$ cat src/rtl/core/hmr_pkg.sv
package hmr_pkg;

	// Input item kinds
	localparam logic [1:0] KIND_INIT = 2'd0;
	localparam logic [1:0] KIND_CONT = 2'd1;
	localparam logic [1:0] KIND_DATA = 2'd2;

	// Result item kinds
	localparam logic [1:0] OUT_START = 2'd0;
	localparam logic [1:0] OUT_DATA  = 2'd1;
	localparam logic [1:0] OUT_ABORT = 2'd2;
	localparam logic [1:0] OUT_REPLY = 2'd3;

	// Error reply codes
	localparam logic ERR_BUSY = 1'b0;
	localparam logic ERR_SEQ  = 1'b1;

	// Result queue: room for two bursts of two results
	localparam int Q_DEPTH = 4;
	localparam int Q_AW    = $clog2(Q_DEPTH);
	localparam int Q_CW    = $clog2(Q_DEPTH + 1);

	typedef struct packed {
		logic [1:0]  kind;
		logic [31:0] channel_id;
		logic [7:0]  cmd_or_seq;
		logic [15:0] byte_count;
		logic [7:0]  payload_byte;
	} pkt_item_t;

	typedef struct packed {
		logic [1:0]  out_kind;
		logic [31:0] out_channel;
		logic [7:0]  out_command;
		logic [15:0] out_length;
		logic [7:0]  out_byte;
		logic        out_last;
		logic        error_code;
	} msg_item_t;

endpackage

$ cat src/rtl/core/hmr_pkt_if.sv
interface hmr_pkt_if;
	logic        valid;
	logic        ready;
	logic [1:0]  kind;
	logic [31:0] channel_id;
	logic [7:0]  cmd_or_seq;
	logic [15:0] byte_count;
	logic [7:0]  payload_byte;

	modport source (output valid, kind, channel_id, cmd_or_seq, byte_count, payload_byte,
		input ready);
	modport sink (input valid, kind, channel_id, cmd_or_seq, byte_count, payload_byte,
		output ready);
endinterface

$ cat src/rtl/core/hmr_msg_if.sv
interface hmr_msg_if;
	logic        valid;
	logic        ready;
	logic [1:0]  out_kind;
	logic [31:0] out_channel;
	logic [7:0]  out_command;
	logic [15:0] out_length;
	logic [7:0]  out_byte;
	logic        out_last;
	logic        error_code;

	modport source (output valid, out_kind, out_channel, out_command, out_length, out_byte,
		out_last, error_code, input ready);
	modport sink (input valid, out_kind, out_channel, out_command, out_length, out_byte,
		out_last, error_code, output ready);
endinterface

$ cat src/rtl/core/hid_message_reassembler_top.sv
// Channel   Dir   Handshake      Carries
// pkt       in    valid/ready    kind, channel_id, cmd_or_seq, byte_count, payload_byte
// msg       out   valid/ready    out_kind, out_channel, out_command, out_length,
//                                out_byte, out_last, error_code
//
// A request is registered in the input stage and decoded against the message state
// once two queue slots are free; its zero, one or two results then wait in a four-entry result queue.
// One request is taken every cycle while the queue has room for two results, so the
// queue depth alone sets when a stalled output side holds off the input side.
// arst_n clears the message state, the input stage and the queue at once.
module hid_message_reassembler_top (
	input  logic       clk,
	input  logic       arst_n,
	hmr_pkt_if.sink    pkt,
	hmr_msg_if.source  msg
);

	// Input stage
	logic                valid_s1;
	hmr_pkg::pkt_item_t  item_s1;

	// Message state
	logic        busy_q;
	logic [31:0] open_channel_q;
	logic [7:0]  open_command_q;
	logic [15:0] expected_length_q;
	logic [15:0] received_count_q;
	logic [7:0]  expected_seq_q;

	// Next message state, applied only when the staged request is decoded
	logic        busy_d;
	logic [31:0] open_channel_d;
	logic [7:0]  open_command_d;
	logic [15:0] expected_length_d;
	logic [15:0] received_count_d;
	logic [7:0]  expected_seq_d;

	// Result queue
	hmr_pkg::msg_item_t        q_mem [hmr_pkg::Q_DEPTH];
	logic [hmr_pkg::Q_AW-1:0]  wr_ptr_q;
	logic [hmr_pkg::Q_AW-1:0]  rd_ptr_q;
	logic [hmr_pkg::Q_CW-1:0]  q_cnt_q;

	hmr_pkg::msg_item_t  res0;
	hmr_pkg::msg_item_t  res1;
	logic [1:0]          n_res;
	logic [15:0]         count_inc;
	logic                fire;
	logic                pop;
	hmr_pkg::msg_item_t  head;

	// Decode the staged request only when two queue slots are free
	assign fire      = valid_s1 && (q_cnt_q <= hmr_pkg::Q_CW'(hmr_pkg::Q_DEPTH - 2));
	assign pkt.ready = !valid_s1 || fire;
	assign pop       = msg.valid && msg.ready;
	assign count_inc = received_count_q + 16'd1;

	always_comb begin
		busy_d            = busy_q;
		open_channel_d    = open_channel_q;
		open_command_d    = open_command_q;
		expected_length_d = expected_length_q;
		received_count_d  = received_count_q;
		expected_seq_d    = expected_seq_q;
		res0              = '0;
		res1              = '0;
		n_res             = 2'd0;
		case (item_s1.kind)
			hmr_pkg::KIND_INIT: begin
				n_res = 2'd1;
				if (!busy_q) begin
					// Open a message; a zero-length one completes at once
					open_channel_d    = item_s1.channel_id;
					open_command_d    = item_s1.cmd_or_seq;
					expected_length_d = item_s1.byte_count;
					received_count_d  = 16'd0;
					expected_seq_d    = 8'd0;
					busy_d            = (item_s1.byte_count != 16'd0);
					res0.out_kind     = hmr_pkg::OUT_START;
					res0.out_channel  = item_s1.channel_id;
					res0.out_command  = item_s1.cmd_or_seq;
					res0.out_length   = item_s1.byte_count;
					res0.out_last     = (item_s1.byte_count == 16'd0);
				end else begin
					// Init while open: abort and drop the header
					busy_d           = 1'b0;
					res0.out_kind    = hmr_pkg::OUT_ABORT;
					res0.out_channel = open_channel_q;
				end
			end
			hmr_pkg::KIND_CONT: begin
				if (busy_q) begin
					if (item_s1.channel_id != open_channel_q) begin
						// Foreign channel: abort, reply busy to the sender
						busy_d           = 1'b0;
						n_res            = 2'd2;
						res0.out_kind    = hmr_pkg::OUT_ABORT;
						res0.out_channel = open_channel_q;
						res1.out_kind    = hmr_pkg::OUT_REPLY;
						res1.out_channel = item_s1.channel_id;
						res1.error_code  = hmr_pkg::ERR_BUSY;
					end else if (item_s1.cmd_or_seq != expected_seq_q) begin
						busy_d           = 1'b0;
						n_res            = 2'd2;
						res0.out_kind    = hmr_pkg::OUT_ABORT;
						res0.out_channel = open_channel_q;
						res1.out_kind    = hmr_pkg::OUT_REPLY;
						res1.out_channel = open_channel_q;
						res1.error_code  = hmr_pkg::ERR_SEQ;
					end else begin
						expected_seq_d = expected_seq_q + 8'd1;
					end
				end
			end
			hmr_pkg::KIND_DATA: begin
				if (busy_q) begin
					n_res            = 2'd1;
					received_count_d = count_inc;
					res0.out_kind    = hmr_pkg::OUT_DATA;
					res0.out_channel = open_channel_q;
					res0.out_byte    = item_s1.payload_byte;
					res0.out_last    = (count_inc == expected_length_q);
					if (count_inc == expected_length_q) begin
						busy_d = 1'b0;
					end
				end
			end
			default: begin
				// Undefined kind: no change, no result
			end
		endcase
	end

	// Input stage: advance whenever the slot is free or being decoded
	always_ff @(posedge clk or negedge arst_n) begin
		if (!arst_n) begin
			valid_s1 <= 1'b0;
		end else if (pkt.ready) begin
			valid_s1 <= pkt.valid;
		end
	end

	always_ff @(posedge clk) begin
		if (pkt.ready && pkt.valid) begin
			item_s1.kind         <= pkt.kind;
			item_s1.channel_id   <= pkt.channel_id;
			item_s1.cmd_or_seq   <= pkt.cmd_or_seq;
			item_s1.byte_count   <= pkt.byte_count;
			item_s1.payload_byte <= pkt.payload_byte;
		end
	end

	// Message state
	always_ff @(posedge clk or negedge arst_n) begin
		if (!arst_n) begin
			busy_q            <= 1'b0;
			open_channel_q    <= '0;
			open_command_q    <= '0;
			expected_length_q <= '0;
			received_count_q  <= '0;
			expected_seq_q    <= '0;
		end else if (fire) begin
			busy_q            <= busy_d;
			open_channel_q    <= open_channel_d;
			open_command_q    <= open_command_d;
			expected_length_q <= expected_length_d;
			received_count_q  <= received_count_d;
			expected_seq_q    <= expected_seq_d;
		end
	end

	// Queue storage: push up to two results in order
	always_ff @(posedge clk) begin
		if (fire && (n_res != 2'd0)) begin
			q_mem[wr_ptr_q] <= res0;
		end
		if (fire && (n_res == 2'd2)) begin
			q_mem[wr_ptr_q + hmr_pkg::Q_AW'(1)] <= res1;
		end
	end

	// Queue pointers and fill count
	always_ff @(posedge clk or negedge arst_n) begin
		if (!arst_n) begin
			wr_ptr_q <= '0;
			rd_ptr_q <= '0;
			q_cnt_q  <= '0;
		end else begin
			if (fire) begin
				wr_ptr_q <= wr_ptr_q + hmr_pkg::Q_AW'(n_res);
			end
			if (pop) begin
				rd_ptr_q <= rd_ptr_q + hmr_pkg::Q_AW'(1);
			end
			q_cnt_q <= q_cnt_q + (fire ? hmr_pkg::Q_CW'(n_res) : '0)
				- (pop ? hmr_pkg::Q_CW'(1) : '0);
		end
	end

	// Present the queue head
	assign head            = q_mem[rd_ptr_q];
	assign msg.valid       = (q_cnt_q != '0);
	assign msg.out_kind    = head.out_kind;
	assign msg.out_channel = head.out_channel;
	assign msg.out_command = head.out_command;
	assign msg.out_length  = head.out_length;
	assign msg.out_byte    = head.out_byte;
	assign msg.out_last    = head.out_last;
	assign msg.error_code  = head.error_code;

endmodule
$ cat src/flat_wrapper.sv
// flat-port wrapper written by rule: the top's interface ports become plain ports
module hid_message_reassembler_top_flat 
  (clk, arst_n, pkt_valid, pkt_kind, pkt_channel_id, pkt_cmd_or_seq, pkt_byte_count, pkt_payload_byte, pkt_ready, msg_valid, msg_out_kind, msg_out_channel, msg_out_command, msg_out_length, msg_out_byte, msg_out_last, msg_error_code, msg_ready);
  hmr_pkt_if pkt_i ();
  hmr_msg_if msg_i ();
  input  logic clk;
  input  logic arst_n;
  input wire logic [$bits(pkt_i.valid)-1:0] pkt_valid;
  input wire logic [$bits(pkt_i.kind)-1:0] pkt_kind;
  input wire logic [$bits(pkt_i.channel_id)-1:0] pkt_channel_id;
  input wire logic [$bits(pkt_i.cmd_or_seq)-1:0] pkt_cmd_or_seq;
  input wire logic [$bits(pkt_i.byte_count)-1:0] pkt_byte_count;
  input wire logic [$bits(pkt_i.payload_byte)-1:0] pkt_payload_byte;
  output wire logic [$bits(pkt_i.ready)-1:0] pkt_ready;
  output wire logic [$bits(msg_i.valid)-1:0] msg_valid;
  output wire logic [$bits(msg_i.out_kind)-1:0] msg_out_kind;
  output wire logic [$bits(msg_i.out_channel)-1:0] msg_out_channel;
  output wire logic [$bits(msg_i.out_command)-1:0] msg_out_command;
  output wire logic [$bits(msg_i.out_length)-1:0] msg_out_length;
  output wire logic [$bits(msg_i.out_byte)-1:0] msg_out_byte;
  output wire logic [$bits(msg_i.out_last)-1:0] msg_out_last;
  output wire logic [$bits(msg_i.error_code)-1:0] msg_error_code;
  input wire logic [$bits(msg_i.ready)-1:0] msg_ready;
  assign pkt_i.valid = pkt_valid;
  assign pkt_i.kind = pkt_kind;
  assign pkt_i.channel_id = pkt_channel_id;
  assign pkt_i.cmd_or_seq = pkt_cmd_or_seq;
  assign pkt_i.byte_count = pkt_byte_count;
  assign pkt_i.payload_byte = pkt_payload_byte;
  assign pkt_ready = pkt_i.ready;
  assign msg_valid = msg_i.valid;
  assign msg_out_kind = msg_i.out_kind;
  assign msg_out_channel = msg_i.out_channel;
  assign msg_out_command = msg_i.out_command;
  assign msg_out_length = msg_i.out_length;
  assign msg_out_byte = msg_i.out_byte;
  assign msg_out_last = msg_i.out_last;
  assign msg_error_code = msg_i.error_code;
  assign msg_i.ready = msg_ready;
  hid_message_reassembler_top u_core (.clk(clk), .arst_n(arst_n), .pkt(pkt_i), .msg(msg_i));
endmodule
$ cat config.mk
export PLATFORM = sky130hd
export DESIGN_NAME = hid_message_reassembler_top_flat
export DESIGN_NICKNAME = d
export VERILOG_FILES = /design/src/rtl/core/hmr_pkg.sv /design/src/rtl/core/hmr_pkt_if.sv /design/src/rtl/core/hmr_msg_if.sv /design/src/rtl/core/hid_message_reassembler_top.sv /design/src/flat_wrapper.sv
export SDC_FILE = /design/constraint.sdc
export NUM_CORES = 1
export LEC_CHECK = 0
export BUFFER_PORTS_ARGS = -buffer_cell sky130_fd_sc_hd__buf_4
export CAP_MARGIN = 20
export CORE_MARGIN = 4
export CORE_UTILIZATION = 30
export CTS_BUF_LIST = sky130_fd_sc_hd__clkbuf_4 sky130_fd_sc_hd__clkbuf_8
export DETAILED_ROUTE_END_ITERATION = 16
export GPL_ROUTABILITY_DRIVEN = 0
export PLACE_DENSITY = 0.53
export SETUP_SLACK_MARGIN = 0.15
export SYNTH_ARGS = -nofsm -noshare
export SYNTH_HDL_FRONTEND = slang
export SYNTH_SLANG_ARGS = --single-unit
export TNS_END_PERCENT = 100
$ cat constraint.sdc
create_clock -name clk -period 3.63 [get_ports clk]
set_input_delay 0.363 -clock clk [delete_from_list [all_inputs] [get_ports clk]]
set_output_delay 0.363 -clock clk [all_outputs]
set_load 0.01 [all_outputs]
# Word level (Yosys, flattened, before mapping)
# Memory sizes are Yosys's and may differ from the RTL's.
# Cells that the tools add are included.
dict set report word_totals {
  ff_bits 147
  rom_bits 0
  input_bits 70
  elab_cells 100
  latch_bits 0
  ramBits 272
  output_inout_bits 70
  n_memories 1
}
dict set report op_classes {
  magnitude_cmp 1
  reduce_logical 19
  mux 46
  eq_ne 11
  n_shift 0
  n_div 0
  mul 0
  addsub 7
  bitwise_logic 1
}
# memory words word_bits read_ports rd_clocked_by_memory_dff wr line_no
set mem_list {}
lappend mem_list {u_core.q_mem 4 68 1 0 2 hid_message_reassembler_top.sv:39} ;# hmr_pkg::msg_item_t q_mem [hmr_pkg::Q_DEPTH];
# operator n
set ops {}
lappend ops {{$mux W34} 8}
lappend ops {{$pmux W34 S3} 1}
lappend ops {{$mux W24} 2}
lappend ops {{$mux W8} 5}
lappend ops {{$mux W33} 1}
lappend ops {{$mux W16} 2}
lappend ops {{$ne A32 B32 Y1} 1}
lappend ops {{$pmux W16 S2} 1}
lappend ops {{$mux W1} 17}
lappend ops {{$add A16 B1 Y16 const B} 1}
lappend ops {{$eq A16 B16 Y1} 1}
lappend ops {{$logic_not A16 Y1} 1}
lappend ops {{$pmux W8 S2} 1}
lappend ops {{$reduce_bool A16 Y1} 1}
lappend ops {{$mux W9} 1}
lappend ops {{$add A8 B1 Y8 const B} 1}
lappend ops {{$mux W2} 4}
lappend ops {{$ne A8 B8 Y1} 1}
lappend ops {{$ne A2 B2 Y1 const B} 3}
lappend ops {{$pmux W2 S3} 1}
lappend ops {{$reduce_and A6 Y1} 1}
lappend ops {{$reduce_bool A2 Y1} 3}
lappend ops {{$reduce_bool A3 Y1} 2}
lappend ops {{$logic_and A1 B1 Y1} 5}
lappend ops {{17 further kinds} 20}

# Longest topological paths before layout
dict set report depth {
  word_depth 9
  depth_mapped 11
  mapped_depth_nobuf 10
}

# Worst setup path after synthesis
# OpenSTA, ideal clock, no wires.
dict set report synth_timing {
  kind {flip-flop to flip-flop}
  startpoint {register u_core.item_s1[64] (netlist bit)}
  endpoint {memory u_core.q_mem[0][0] (netlist bit) (enable)}
  arrival_ps 2936
  stages_incl_launch_ff 11
  n_path_buf 4
  slack_ps 301
  synth_period_minus_slack_ps 3329
  path_cell_list {edfxtp_1 > inv_1 > ha_1 > or3_1 > buf_2 > or3_1 > buf_2 > or3_1 > buf_2 > buf_6 > nand2_1}
}
# element line_no
set synth_lines {}
lappend synth_lines {{start, declared} hid_message_reassembler_top.sv:20} ;# hmr_pkg::pkt_item_t item_s1;
lappend synth_lines {{end, declared} hid_message_reassembler_top.sv:39}

# Worst setup path after layout
dict set report layout_timing {
  startpoint {register u_core.open_channel_q[8]}
  endpoint {register u_core.q_cnt_q[2] (netlist bit)}
}
dict set report layout_via {
  elab_chain_cells 7
}
# element line_no
set layout_rtl {}
lappend layout_rtl {{start, declared} hid_message_reassembler_top.sv:24} ;# logic [31:0] open_channel_q;
lappend layout_rtl {{start signal, assigned} hid_message_reassembler_top.sv:164} ;# open_channel_q <= open_channel_d;
lappend layout_rtl {{$ne A32 B32 Y1} hid_message_reassembler_top.sv:93} ;# if (item_s1.channel_id != open_channel_q) begin
lappend layout_rtl {{$mux W2} hid_message_reassembler_top.sv:93}
lappend layout_rtl {{$mux W2} hid_message_reassembler_top.sv:92} ;# if (busy_q) begin
lappend layout_rtl {{$pmux W2 S3} hid_message_reassembler_top.sv:68} ;# case (item_s1.kind)
lappend layout_rtl {{$mux W2} hid_message_reassembler_top.sv:195} ;# q_cnt_q <= q_cnt_q + (fire ? hmr_pkg::Q_CW'(n_res) : '0)
lappend layout_rtl {{$add A3 B3 Y3} hid_message_reassembler_top.sv:195}
lappend layout_rtl {{$sub A3 B3 Y3} hid_message_reassembler_top.sv:196} ;# - (pop ? hmr_pkg::Q_CW'(1) : '0);
lappend layout_rtl {{end signal, assigned} hid_message_reassembler_top.sv:195}
lappend layout_rtl {{end, declared} hid_message_reassembler_top.sv:42} ;# logic [hmr_pkg::Q_CW-1:0] q_cnt_q;
# No other way between the ends.
# A chain may end at the register's enable or synchronous reset.

==> out/summary.txt <==
Final min period = 3230 ps
starting density of the core = 30.3%
vias in the first global route = 16.0k
Hold Startpoint = msg_ready
Rows = 95
Antenna Nets Post-Route = 0
Mapped Cells = 1695
RSZ-0062 raised after global routing = false
Slew Viols, Final = 0
hold slack = 131 ps
placeable core area = 67400 um^2
crit-path most repeated cell = xnor2_1
First DRT Iteration DRCs = 1340
R2R setup slack = 400 ps
number of I/O port buffers = 139
Synth cell types = 51
Area Overhead vs Synth = 22.6%
pin count of the biggest net entering global routing = 126
GRT overflow = 0
element type at the critical path end = flip-flop
Worst-Margin Slew = 846 ps
FF-to-FF Start = u_core.open_channel_q[8]
worst path cell trace = xnor2_1 > nand4_1 > nor4_2 > buf_12 > and3_4 > or3_1 > ha_1 > fa_1 > xor2_1 > xnor2_1
Peak VDD IR = 0.000445 V
run status = complete, no violations
clk root buf = clkbuf_8
syn nets = 1776
Nets = 1972
#FFs+latches synth = 419
maxcap violations = 0
Fill cells = 6503
Post-route DRC = 0
hpwl dp = 39800 um
CTS max path bufs = 3
Setup Viol. Count Final = 0
Worst Path Max Fanout = 29
setup tns final = 0 ps
CP Launch Type = flip-flop
Final Skew = 46.4 ps
via count = 15.7k
global-route wire length before repair = 99200 um
H-tree levels = 3
sequential area share after synthesis = 53.1%
Leak = 9.46 nW
crit path DAT = 3770 ps
DIE WIDTH = 269 um
clock slew at reported path FFs = 60 ps
Setup Slack @ Placement = 446 ps
WHS Path Cells = 3
Routed wire per std cell = 23.5 um
Worst EP required = 4170 ps
Syn Std Cell Area = 20400 um^2
top_reg_cell synth = edfxtp_1
Clk Latency, worst-skew pair = 670 ps
CTS sink count = 419
GRT Util Overall = 17.9%
total wire length = 66400 um
Mean Syn Cell Area = 12.1 um^2
CP max stage delay = 460 ps
Chip Height = 269 um
number of enable flip-flop cells after synthesis = 206
Hold Path End = u_core.rd_ptr_q[0]
# IOs = 140
Vias/cell = 5.55
relative slew slack = 43.4%
die area = 72400 um^2
pwr dens = 737 nW/um^2
cells on worst reg2reg path = 10
Final Worst Setup Slack = 400 ps
Final Hold Viols = 0
fmax = 310 MHz
postcts setup bufs = 0
drt pass-1 iters = 5
TritonCTS buffer count = 77
slowest CP cell = nor4_2
fraction of layout cells with a size suffix above 1 = 24.9%
YS warnings = 0
CTS tree = yes
fin crit share = 89.0%
Hold WC Path Type = primary input to flip-flop
kind of critical path = flip-flop to flip-flop
asr flop ratio synth = 19.3%
initial antenna violation count = 2
r2r endpoint = u_core.q_cnt_q[2]
[cell usage in the layout, fill, tap and decap left out, types with 34 or more instances in the layout]
cell           Yosys  routed
a21oi_1           44      44
and2_1            35      35
and4_1            34      34
buf_4              1     203
clkbuf_8           0      93
dfrtp_1           81      79
dfxtp_1          132     132
dlygate4sd3_1      0      68
edfxtp_1         206     206
mux2_2            49      49
mux2i_1          134     134
mux4_2            68      68
nand2_1           94      91
o21ai_0          105     105
o22ai_1          133     133
o31ai_1          104     104
xnor2_1           59      59
[cells in the mapped netlist, types with 14 or more instances]
master / instances / area [um^2]
edfxtp_1: 206 / 6190
mux2i_1: 134 / 1340
o22ai_1: 133 / 832
dfxtp_1: 132 / 2640
o21ai_0: 105 / 526
o31ai_1: 104 / 781
clkbuf_1: 95 / 357
nand2_1: 94 / 353
dfrtp_1: 81 / 2030
mux4_2: 68 / 1530
xnor2_1: 59 / 517
buf_2: 49 / 245
mux2_2: 49 / 552
a21oi_1: 44 / 220
nor2_1: 39 / 146
and2_1: 35 / 219
and4_1: 34 / 298
a21boi_0: 33 / 248
a311oi_1: 30 / 263
nand4_1: 25 / 156
nand3_1: 20 / 100
buf_1: 16 / 60.1
nor4_1: 14 / 87.6
[worst max path at each step]
stage	from	end	depth (start not counted)
after detailed placement	u_core.item_s1[36]	u_core.q_cnt_q[2]	10
final	u_core.open_channel_q[8]	u_core.q_cnt_q[2]	10
after floorplan	u_core.item_s1[64]	u_core.q_mem[0][0]	10
after global placement	u_core.item_s1[42]	u_core.q_cnt_q[2]	10
after CTS	u_core.item_s1[50]	u_core.q_cnt_q[2]	10
after global routing	u_core.item_s1[50]	u_core.q_cnt_q[2]	10
[repair_timing]
| item | in CTS | in global routing |
|---|---|---|
| gates resized for setup | 0 | 0 |
| endpoints found under the hold margin | 98 | 0 |
| hold buffers | 68 | 0 |
[flip-flops by register name (all words and copies together) (netlist names)]
| signal | flops |
|---|---|
| u_core.item_s1 | 66 |
| u_core.rd_ptr_q | 2 |
| u_core.q_cnt_q | 3 |
| u_core.wr_ptr_q | 2 |
| u_core.expected_length_q | 16 |
| u_core.expected_seq_q | 8 |
| u_core.busy_q | 1 |
| u_core.received_count_q | 16 |
| u_core.valid_s1 | 1 |
| u_core.q_mem | 272 |
| u_core.open_channel_q | 32 |
[stage by stage]
| step | total power, mW | cell area (um^2) | util, % | std cells |
|---|---|---|---|---|
| global placement | 13.3 | 22600 | 33.6 | 2616 |
| detailed placement | 13.5 | 22600 | 33.6 | 2616 |
| floorplan | 10.9 | 20400 | - | 1695 |
| global route | 19.4 | 25100 | 37.2 | 2827 |
| finish | 18.5 | 25100 | 37.2 | 2827 |
| CTS | 18.7 | 25000 | 37.2 | 2824 |
[per-layer routing]
layer / wire, um / GRT usage, %
met1: 29100 / 24.4
met2: 32000 / 29.2
met3: 3770 / 2.89
met4: 1530 / 5.91
met5: 0 / 0
[final cells by class]
cell class                      count  area (um^2)  share of cell area (%)
Sequential cell                   419        10900                    43.3
Multi-Input combinational cell   1099         8920                    35.6
Timing Repair Buffer              281         2410                    9.62
Clock buffer                      118         1470                    5.85
Tap cell                          873         1090                    4.36
Clock inverter                     22          265                    1.06
Inverter                           13         48.8                   0.195
Antenna cell                        2         5.00                  0.0200
[power breakdown]
part / leakage [nW] / switching (mW) / internal, mW / total [mW]
combinational: 4.62 / 3.31 / 2.84 / 6.15
clock: 0.908 / 2.06 / 3.01 / 5.07
sequential: 3.93 / 1.04 / 6.22 / 7.27
total: 9.46 / 6.41 / 12.1 / 18.5
[cell families after synthesis]
logic type	share of synthesized area (%)
adders and majority gates	0.710
xor gates and xnor gates	3.32
AOI/OAI and AO/OA	14.6
DFF	53.1
buffers and inverters	3.68
and+or+nand+nor	7.90
muxes	16.7
[critical path: cells and delay by family, from the launching register on]
family	cells	cell delay (ps)
XOR/XNOR	3	610
adder cells (fa/ha/maj)	2	700
buffers and inverters	1	240
flip-flops	1	420
AND/OR/NAND/NOR	4	1130
Power figures use the tool's default switching activity.
